==> src/design/salc_pkg.sv <==
package salc_pkg;

  // Stream payload widths (fields packed from bit 0 up, padded to bytes)
  localparam int CMD_W        = 2;
  localparam int ADDR_FIELD_W = 64;
  localparam int IN_TDATA_W   = 72;
  localparam int OUTCOME_W    = 2;
  localparam int COUNT_W      = 32;
  localparam int OUT_TDATA_W  = 104;

  // Configuration port
  localparam int CFG_IDX_W  = 2;
  localparam int CFG_DATA_W = 6;
  localparam int SET_BITS_W = 3;
  localparam int BLK_BITS_W = 6;
  localparam int WAYS_W     = 4;

  localparam logic [CFG_IDX_W-1:0] CFG_SET_BITS   = 2'd0;
  localparam logic [CFG_IDX_W-1:0] CFG_BLOCK_BITS = 2'd1;
  localparam logic [CFG_IDX_W-1:0] CFG_WAYS       = 2'd2;

  // Widest set index the set_bits register can select
  localparam int SET_SPAN_W = (1 << SET_BITS_W) - 1;
  localparam int SET_SPAN   = 1 << SET_SPAN_W;

  localparam logic [CMD_W-1:0] CMD_LOAD   = 2'd0;
  localparam logic [CMD_W-1:0] CMD_STORE  = 2'd1;
  localparam logic [CMD_W-1:0] CMD_MODIFY = 2'd2;
  localparam logic [CMD_W-1:0] CMD_SPARE  = 2'd3;  // unused code, handled as a load

  typedef enum logic [OUTCOME_W-1:0] {
    OUT_MISS  = 2'd0,
    OUT_HIT   = 2'd1,
    OUT_EVICT = 2'd2,
    OUT_NONE  = 2'd3
  } outcome_t;

  // Controller to datapath
  typedef struct packed {
    logic capture;  // take the input beat, read its set
    logic lookup;   // compare, update the set, bump totals
    logic second;   // second access of a modify
    logic emit;     // load the output register
  } ctl_cmd_t;

  // Datapath to controller
  typedef struct packed {
    logic is_modify;
    logic out_free;
  } dp_status_t;

endpackage

==> src/design/salc_ctrl.sv <==
module salc_ctrl (
  input  logic                  clk,
  input  logic                  rst,
  input  logic                  in_valid,
  output logic                  in_ready,
  input  salc_pkg::dp_status_t  status,
  output salc_pkg::ctl_cmd_t    cmd
);
  import salc_pkg::*;

  typedef enum logic [1:0] {
    ST_IDLE,
    ST_LOOKUP,
    ST_SECOND,
    ST_EMIT
  } state_t;

  state_t state;

  always_ff @(posedge clk) begin
    if (rst) begin
      state <= ST_IDLE;
    end else begin
      unique case (state)
        ST_IDLE: begin
          if (in_valid) state <= ST_LOOKUP;
        end
        ST_LOOKUP: begin
          state <= status.is_modify ? ST_SECOND : ST_EMIT;
        end
        ST_SECOND: begin
          state <= ST_EMIT;
        end
        ST_EMIT: begin
          if (status.out_free) state <= ST_IDLE;
        end
        default: begin
          state <= ST_IDLE;
        end
      endcase
    end
  end

  assign in_ready    = (state == ST_IDLE);
  assign cmd.capture = (state == ST_IDLE) && in_valid;
  assign cmd.lookup  = (state == ST_LOOKUP);
  assign cmd.second  = (state == ST_SECOND);
  assign cmd.emit    = (state == ST_EMIT) && status.out_free;

endmodule

==> config.mk <==
export PLATFORM = sky130hd
export DESIGN_NAME = salc_ctrl
export DESIGN_NICKNAME = d
export VERILOG_FILES = /design/src/design/salc_pkg.sv /design/src/design/salc_ctrl.sv
export SDC_FILE = /design/constraint.sdc
export NUM_CORES = 1
export LEC_CHECK = 0
export ABC_AREA = 1
export BUFFER_PORTS_ARGS = -buffer_cell sky130_fd_sc_hd__buf_4
export CAP_MARGIN = 20
export CORE_AREA = 5 5 42 44
export DETAILED_ROUTE_END_ITERATION = 16
export DIE_AREA = 0 0 47 49
export HOLD_SLACK_MARGIN = 0.12
export SYNTH_ARGS = -nofsm -noshare
export SYNTH_HDL_FRONTEND = slang
export SYNTH_SLANG_ARGS = --single-unit
==> constraint.sdc <==
create_clock -name clk -period 1.2 [get_ports clk]
set_input_delay 0 -clock clk [delete_from_list [all_inputs] [get_ports clk]]
set_output_delay 0 -clock clk [all_outputs]
set_load 0.01 [all_outputs]
==> impl_metrics.toml, run 1 <==
[outcome]
status = "complete, no violations"

[place]
gp_congestion = 0.691
portBuffers = 9
hpwl_um = 350
post-place-ws_ps = 78.1

[logic_synthesis]
syn_area_per_cell_um2 = 7.08
yosys.area.top_type = "ha_1"
synthCells = 29
synth_seq_cells = 2
ys_warn_count = 0
ys_top_cells_by_area = "ha_1 (24%), dfxtp_1 (20%), inv_1 (15%)"
yosysSeqAreaShare = 0.195
netlist.area_leader.share = 0.244
synthesis.area_um2 = 205
synth_cell_type_count = 9
syn_nets = 38

[pwr]
power.total_mw = 0.807
peakVddDrop_mv = 0.438
power.density_mw_per_mm2 = 2390
leakage_nw = 0.203

[grt]
first_global_vias = 168
grt_usage = 0.0415
overflow = 0
grt_max_degree = 5
grt_pass1_wl_um = 586
antenna_found_initial = 0

[clock_network]
cts_sinks = 2
clockRootBuffer = "clkbuf_4"
clk_latency_ps = 230
post_cts_buffers = 0
clockBufferDepth = 2
clkTransAtPathRegs_ps = 30
cts.htree.levels = 1
cts_tree = "built"
numCtsBuffers = 3

[routing]
drt_iter0_markers = 5
num_vias = 203
via_per_inst = 3.44
drcViolationCount = 0
wl_per_cell_um = 7.27
first_pass_iters = 4
drt_wl_total_um = 429
ant_nets = 0

[final_layout]
largest_register_ffs = 2
top_regs = "state (2)"
area_growth_pct = 64.6
top_register = "state"
drive_gt1_frac = 0.488
final_util = 0.241
diodes = 0
fin_nets = 54

[sta]
worst_pin_slew_ps = 134
skew_ps = 3.77
tns_ps = 0
post-route-period-util = 0.932
slew-limit-headroom = 0.910
drv_slew = 0
rsz0062_at_grt = "false"
hold_viol_final = 0
min_period_ps = 1120
fin_ws_ps = 81.9
max_freq_mhz = 894
setup_viol = 0

[floorplan]
rows = 14
start_util = 0.146
dieArea_mm2 = 0.00230
die_x_um = 47
coreArea_mm2 = 0.00140
io_pins = 10
die_h_um = 49

[setup_path]
worstPathRequired_ps = 1200
arrival_ps = 1120
cp_max_fo = 4
crit_path_end_kind = "primary output"
critPathLaunchType = "register"
worstSetupPathType = "register to primary output"

[run]
maxCapViolations = 0

[worst_hold_path]
holdCritPathClass = "primary input to register"
## cell families (layout without fill, tap and decap cells)
| family | after synthesis | in the layout | share of synthesized area |
|---|---|---|---|
| adder cells (fa/ha/maj) | 4 | 4 | 0.244 |
| AO/OA/AOI/OAI | 2 | 2 | 0.0854 |
| AND/OR/NAND/NOR | 13 | 13 | 0.329 |
| buffers and inverters | 8 | 22 | 0.146 |
| flip-flops | 2 | 2 | 0.195 |
## cell usage after synthesis (all sizes together)
library cell	instances
a21oi	2
dfxtp	2
ha	4
inv	8
nand2	10
nand3	3
## what timing repair did
item,in CTS,in global routing
setup endpoints to repair,0,4
gates resized for setup,0,3
endpoints found under the hold margin,2,0
hold buffers,1,0
## layout make-up
class / instances / area, um^2
Fill cell: 172 / 1060
Multi-Input combinational cell: 19 / 138
Timing Repair Buffer: 11 / 85.1
Sequential cell: 2 / 42.5
Inverter: 8 / 30.0
Clock buffer: 3 / 22.5
Tap cell: 16 / 20.0
## worst paths after layout
| kind | end | cells past startpoint | slack (ps) | start |
|---|---|---|---|---|
| worst max-delay path | cmd[0] | 5 | 80 | state[1] |
| worst min-delay path | state[0] | 6 | 150 | status[1] |
| worst max register to register | state[0] | 5 | 150 | state[1] |
| worst min register to register | state[0] | 2 | 480 | state[0] |
## metrics by stage
step | instances | hold slack [ps] | cell area (um^2)
2_1_floorplan | 29 | 62.4 | 205
3_3_place_gp | 55 | 178 | 300
4_1_cts | 59 | 156 | 333
5_1_grt | 59 | 171 | 338
6_report | 59 | 152 | 338
3_5_place_dp | 55 | 179 | 300
## critical path, stage by stage, from the launching register on
cell and delay (ps):
dfxtp_2 320, buf_4 130, ha_1 210, nand2_1 70
inv_1 30, buf_4 130
## layer usage
layer / global-route usage / wire length [um] / part of all wire / vias up
met5: 0 / 0 / 0 / -
met4: 0.0691 / 0 / 0 / 0
met3: 0.0221 / 49 / 0.11 / 0
met2: 0.0520 / 221 / 0.52 / 7
met1: 0.0328 / 158 / 0.37 / 83
li1: - / - / - / 113
## placed cells by master, fill, tap and decap left out, types with 2 or more instances in the layout
master / n
buf_4: 10
inv_1: 8
nand2_1: 8
ha_1: 3
clkbuf_4: 3
nand3_1: 2
a21oi_2: 2
dfxtp_2: 2
## where the power goes
part / total [mW] / switching [mW] / internal [mW]
logic: 0.513 / 0.256 / 0.257
registers: 0.141 / 0.0323 / 0.109
clock network: 0.153 / 0.0421 / 0.111
total: 0.807 / 0.330 / 0.477
No activity file was read; power rests on OpenSTA's default activity.
==> inputs of run 2 (changes only) <==
--- a/config.mk
+++ b/config.mk
@@ -12,6 +12,7 @@
 export DETAILED_ROUTE_END_ITERATION = 16
 export DIE_AREA = 0 0 47 49
 export HOLD_SLACK_MARGIN = 0.12
+export PLACE_DENSITY_LB_ADDON = 0.15
 export SYNTH_ARGS = -nofsm -noshare
 export SYNTH_HDL_FRONTEND = slang
 export SYNTH_SLANG_ARGS = --single-unit
==> constraint.sdc (replaced) <==
create_clock -name clk -period 1.2 [get_ports clk]
set_input_delay 0 -clock clk [delete_from_list [all_inputs] [get_ports clk]]
set_output_delay 0 -clock clk [all_outputs]
set_load 0.005 [all_outputs]
==> run 2 against run 1 <==
Compared with the run above: critical path depth did not move; first-iteration DRC count did not move; count of clock-buffer cells in the layout did not move; critical path type unchanged; highest routed layer unchanged; register-to-register slack barely moved; via count rose by 7.4%; clock skew fell by 2.9 ps; non-clock buffer count rose by 1; clock power fell by 4%; fmax rose by 0.42%; final area rose by 1.1%.
==> impl_metrics.toml, run 2 (synthesis gave the netlist of run 1 again) <==
[outcome]
status = "complete, no violations"

[setup_path]
worstPathRequired_ps = 1200
crit_slowest_cell = "dfxtp_1"
cpPeakStageDelay_ps = 300
critPathLaunchType = "register"
reg2reg_from = "state[0]"
cp-startpoint = "state[0]"
cp-endpoint = "cmd[0]"
cp_max_fo = 3
crit_path_end_kind = "primary output"
worst_path_most_repeated_cell = "buf_4"
worstSetupPathType = "register to primary output"
arrival_ps = 1110
r2r_cells = 5
path_cells = "buf_4 > ha_1 > nand2_1 > inv_1 > buf_4"
r2r-end = "state[1]"
rrSetupSlack_ps = 150

[clock_network]
clkTransAtPathRegs_ps = 30
cts_sinks = 2
numCtsBuffers = 3
clockBufferDepth = 2
post_cts_buffers = 0
cts.htree.levels = 1
clockRootBuffer = "clkbuf_4"
clk_latency_ps = 220
cts_tree = "built"

[final_layout]
top_regs = "state (2)"
mostFrequentLayoutCell = "buf_4"
top_register = "state"
fillers = 160
fin_nets = 55
layout.cells.non_filler = 60
final_cell_mix = "buf_4 (11), inv_1 (8), nand2_1 (8), ha_1 (4), clkbuf_4 (3)"
drive_gt1_frac = 0.455
area_growth_pct = 66.5
diodes = 0
final_util = 0.244
largest_register_ffs = 2

[floorplan]
die_h_um = 49
start_util = 0.146
die_x_um = 47
coreArea_mm2 = 0.00140
rows = 14
dieArea_mm2 = 0.00230
io_pins = 10

[routing]
via_per_inst = 3.63
drt_iter0_markers = 5
drt_wl_total_um = 441
wl_per_cell_um = 7.35
num_vias = 218
first_pass_iters = 4
drcViolationCount = 0
ant_nets = 0

[place]
portBuffers = 9
hpwl_um = 378
place_inst = 56
gp_congestion = 0.692

[pwr]
peakVddDrop_mv = 0.481
power.density_mw_per_mm2 = 2270
leakage_nw = 0.209

[grt]
antenna_found_initial = 0
grt_pass1_wl_um = 738
first_global_vias = 204
overflow = 0
grt_max_degree = 5
grt_usage = 0.0478

[sta]
slew-limit-headroom = 0.895
hold_viol_final = 0
drv_slew = 0
setup_viol = 0
max_freq_mhz = 898
rsz0062_at_grt = "false"
worst_pin_slew_ps = 158
tns_ps = 0
skew_ps = 0.824
min_period_ps = 1110
post-route-period-util = 0.928

[run]
maxCapViolations = 0

[worst_hold_path]
holdCritPathClass = "primary input to register"
## run 2: cell types whose count changed in the layout (fill, tap and decap cells not counted)
cell     delta
dfxtp_1     +1
ha_1        +1
buf_4       +1
dfxtp_2     -1
ha_2        -1
## run 2: repair_timing
item	CTS	global route
hold buffers	1	0
hold endpoints to repair	2	0
endpoints found under the setup margin	0	1
resized for setup	0	1
## run 2: through the flow
stage | hold WS (ps) | cell area [um^2] | total power, mW | worst slack (ps)
global route | 191 | 342 | 0.871 | 27.1
global placement | 172 | 308 | 0.639 | 89.8
detailed placement | 176 | 308 | 0.639 | 109
floorplan | 62.4 | 205 | 0.419 | 140
finish | 168 | 342 | 0.776 | 86.6
CTS | 169 | 340 | 0.799 | 55.4
## run 2: where the power goes
part / total [mW] / internal (mW) / leakage, nW / switching, mW
Combinational: 0.500 / 0.264 / 0.178 / 0.237
Clock: 0.147 / 0.110 / 0.0138 / 0.0364
Sequential: 0.129 / 0.104 / 0.0169 / 0.0246
## run 2: worst max-delay path, delay by kind of cell, from the launching register on
kind                     cells  cell delay (ps)
adder cells (fa/ha/maj)      1              230
buffers and inverters        3              290
flip-flops                   1              300
AND/OR/NAND/NOR              1               70
## run 2: area by class of cell
class	instances	area (um^2)	area share
Tap cell	16	20.0	0.0586
Sequential cell	2	41.3	0.121
Clock buffer	3	22.5	0.0659
Inverter	8	30.0	0.0879
Multi-Input combinational cell	19	135	0.396
Timing Repair Buffer	12	92.6	0.271
## run 2: worst min-delay path by stage
stage                     to  cells past startpoint       from  slack, ps
finish              state[0]                      6  status[1]        170
global route        state[0]                      6  status[1]        190
CTS                 state[0]                      6  status[1]        170
detailed placement  state[0]                      2        rst        180
global placement    state[0]                      2        rst        170
floorplan           state[0]                      1        rst         60
## run 2: metal layers
layer,up-vias,wire length (um),global-route usage
li1,116,-,-
met1,91,191,0.0502
met2,11,209,0.0588
met3,0,40,0.0369
met4,0,0,0.0415
met5,-,0,0
==> inputs of run 3 (changes only) <==
--- a/config.mk
+++ b/config.mk
@@ -8,9 +8,12 @@
 export ABC_AREA = 1
 export BUFFER_PORTS_ARGS = -buffer_cell sky130_fd_sc_hd__buf_4
 export CAP_MARGIN = 20
+export CELL_PAD_IN_SITES_DETAIL_PLACEMENT = 1
+export CELL_PAD_IN_SITES_GLOBAL_PLACEMENT = 2
 export CORE_AREA = 5 5 42 44
 export DETAILED_ROUTE_END_ITERATION = 16
 export DIE_AREA = 0 0 47 49
+export GPL_ROUTABILITY_DRIVEN = 0
 export HOLD_SLACK_MARGIN = 0.12
 export PLACE_DENSITY_LB_ADDON = 0.15
 export SYNTH_ARGS = -nofsm -noshare
==> run 3 against run 2 <==
Compared with the run above: clock skew up 3.3 ps; critical endpoint unchanged; routed wire length is 27% higher; critical path depth is the same; register-to-register slack got worse by 20 ps; die area stayed put; worst hold slack got worse by 8.2 ps; global-route usage is 1.9 points higher; cell count did not move.
==> impl_metrics.toml, run 3 (synthesis gave the netlist of run 1 again) <==
[place]
place_inst = 56
place_area_um2 = 308
post-place-ws_ps = 113
portBuffers = 9
hpwl_um = 480

[sta]
slew-limit-headroom = 0.888
skew_ps = 4.14
tns_ps = 0
fin_ws_ps = 82.8
min_period_ps = 1120
max_freq_mhz = 895
setup_viol = 0
rsz0062_at_grt = "false"
hold_viol_final = 0
worst_pin_slew_ps = 168
post-route-period-util = 0.931
drv_slew = 0

[grt]
grt_usage = 0.0667
first_global_vias = 265
busiest_layer = "met4"
antenna_found_initial = 0
met3_usage = 0.0258
use_met1 = 0.0566
grt_max_degree = 5
use_met2 = 0.0928
grt_pass1_wl_um = 979
overflow = 0

[clock_network]
post_cts_buffers = 0
numCtsBuffers = 3
clk_latency_ps = 230
clockRootBuffer = "clkbuf_4"
cts_hold_buf = 1
cts_sinks = 2
clockBufferDepth = 2
cts.htree.levels = 1
ctsResizeCount = 0
clkTransAtPathRegs_ps = 30
cts_tree = "built"

[routing]
drcViolationCount = 0
drt_wl_total_um = 561
drt_iter0_markers = 0
first_pass_iters = 1
num_vias = 228
via_per_inst = 3.80
ant_nets = 0
wl_per_cell_um = 9.35

[final_layout]
top_regs = "state (2)"
top_register = "state"
mostFrequentLayoutCell = "buf_4"
layout.cells.non_filler = 60
largest_register_ffs = 2
fin_nets = 55
final_area_um2 = 340
final_util = 0.243
drive_gt1_frac = 0.432
fillers = 190
area_growth_pct = 65.9
final_cell_mix = "buf_4 (11), inv_1 (8), nand2_1 (8), ha_1 (4), clkbuf_4 (3)"
diodes = 0

[pwr]
p_int_mw = 0.479
p_sw_mw = 0.322
peakVddDrop_mv = 0.625
power_frac_clock = 0.194
power.density_mw_per_mm2 = 2350
sequentialPowerShare = 0.143
comb_power_share = 0.663
swShare = 0.402
leakage_nw = 0.209

[setup_path]
cp_top_family = "flip-flops"
cpPeakStageDelay_ps = 300
crit_slowest_cell = "dfxtp_1"
crit_path_end_kind = "primary output"
worst_path_most_repeated_cell = "buf_4"
critPathLaunchType = "register"
worstSetupPathType = "register to primary output"
cp_max_fo = 3
path_cells = "buf_4 > ha_1 > nand2_1 > inv_1 > buf_4"
arrival_ps = 1120
crit_buf_inv = 3
worstPathRequired_ps = 1200

[floorplan]
coreArea_mm2 = 0.00140
die_h_um = 49
start_util = 0.146
io_pins = 10
rows = 14
die_x_um = 47
dieArea_mm2 = 0.00230

[worst_hold_path]
holdCritPathClass = "primary input to register"

[run]
maxCapViolations = 0

[outcome]
status = "complete, no violations"
## run 3: cell counts in the layout (fill, tap and decap cells not counted)
Identical to the previous run, type by type.
## run 3: cell type report
class                           instances  area [um^2]  share of cell area
Inverter                                8         30.0              0.0882
Timing Repair Buffer                   12         92.6               0.272
Multi-Input combinational cell         19          135               0.397
Tap cell                               16         20.0              0.0588
Clock buffer                            3         22.5              0.0662
Sequential cell                         2         40.0               0.118
## run 3: layer usage
metal,vias to the layer above,wire length [um]
li1,115,-
met1,98,191
met5,-,0
met3,3,65
met4,0,28
met2,12,275
## run 3: power by group through the flow
stage	Sequential, mW	Combinational (mW)	Clock [mW]
5_1_grt	0.118	0.598	0.166
4_1_cts	0.115	0.553	0.161
3_3_place_gp	0.116	0.537	0
3_5_place_dp	0.116	0.549	0
6_report	0.115	0.532	0.155
2_1_floorplan	0.132	0.288	0
## run 3: worst paths after layout
kind	startpoint	endpoint	slack, ps	depth (start not counted)
min	status[1]	state[0]	160	6
max	state[0]	cmd[0]	80	5
min reg2reg	state[0]	state[0]	600	3
max reg2reg	state[0]	state[0]	130	6
## run 3: per-stage QoR
| stage | total power [mW] | hold slack (ps) |
|---|---|---|
| CTS | 0.829 | 162 |
| detailed placement | 0.665 | 176 |
| finish | 0.801 | 160 |
| floorplan | 0.419 | 62.4 |
| global route | 0.882 | 218 |
| global placement | 0.653 | 173 |
## run 3: worst reg2reg max path, cell delays in order, from the launching register on
cell and delay [ps]:
dfxtp_1 310, inv_1 70, ha_1 250, nand2_2 130, nand3_2 70, nand2_1 80
a21oi_2 50
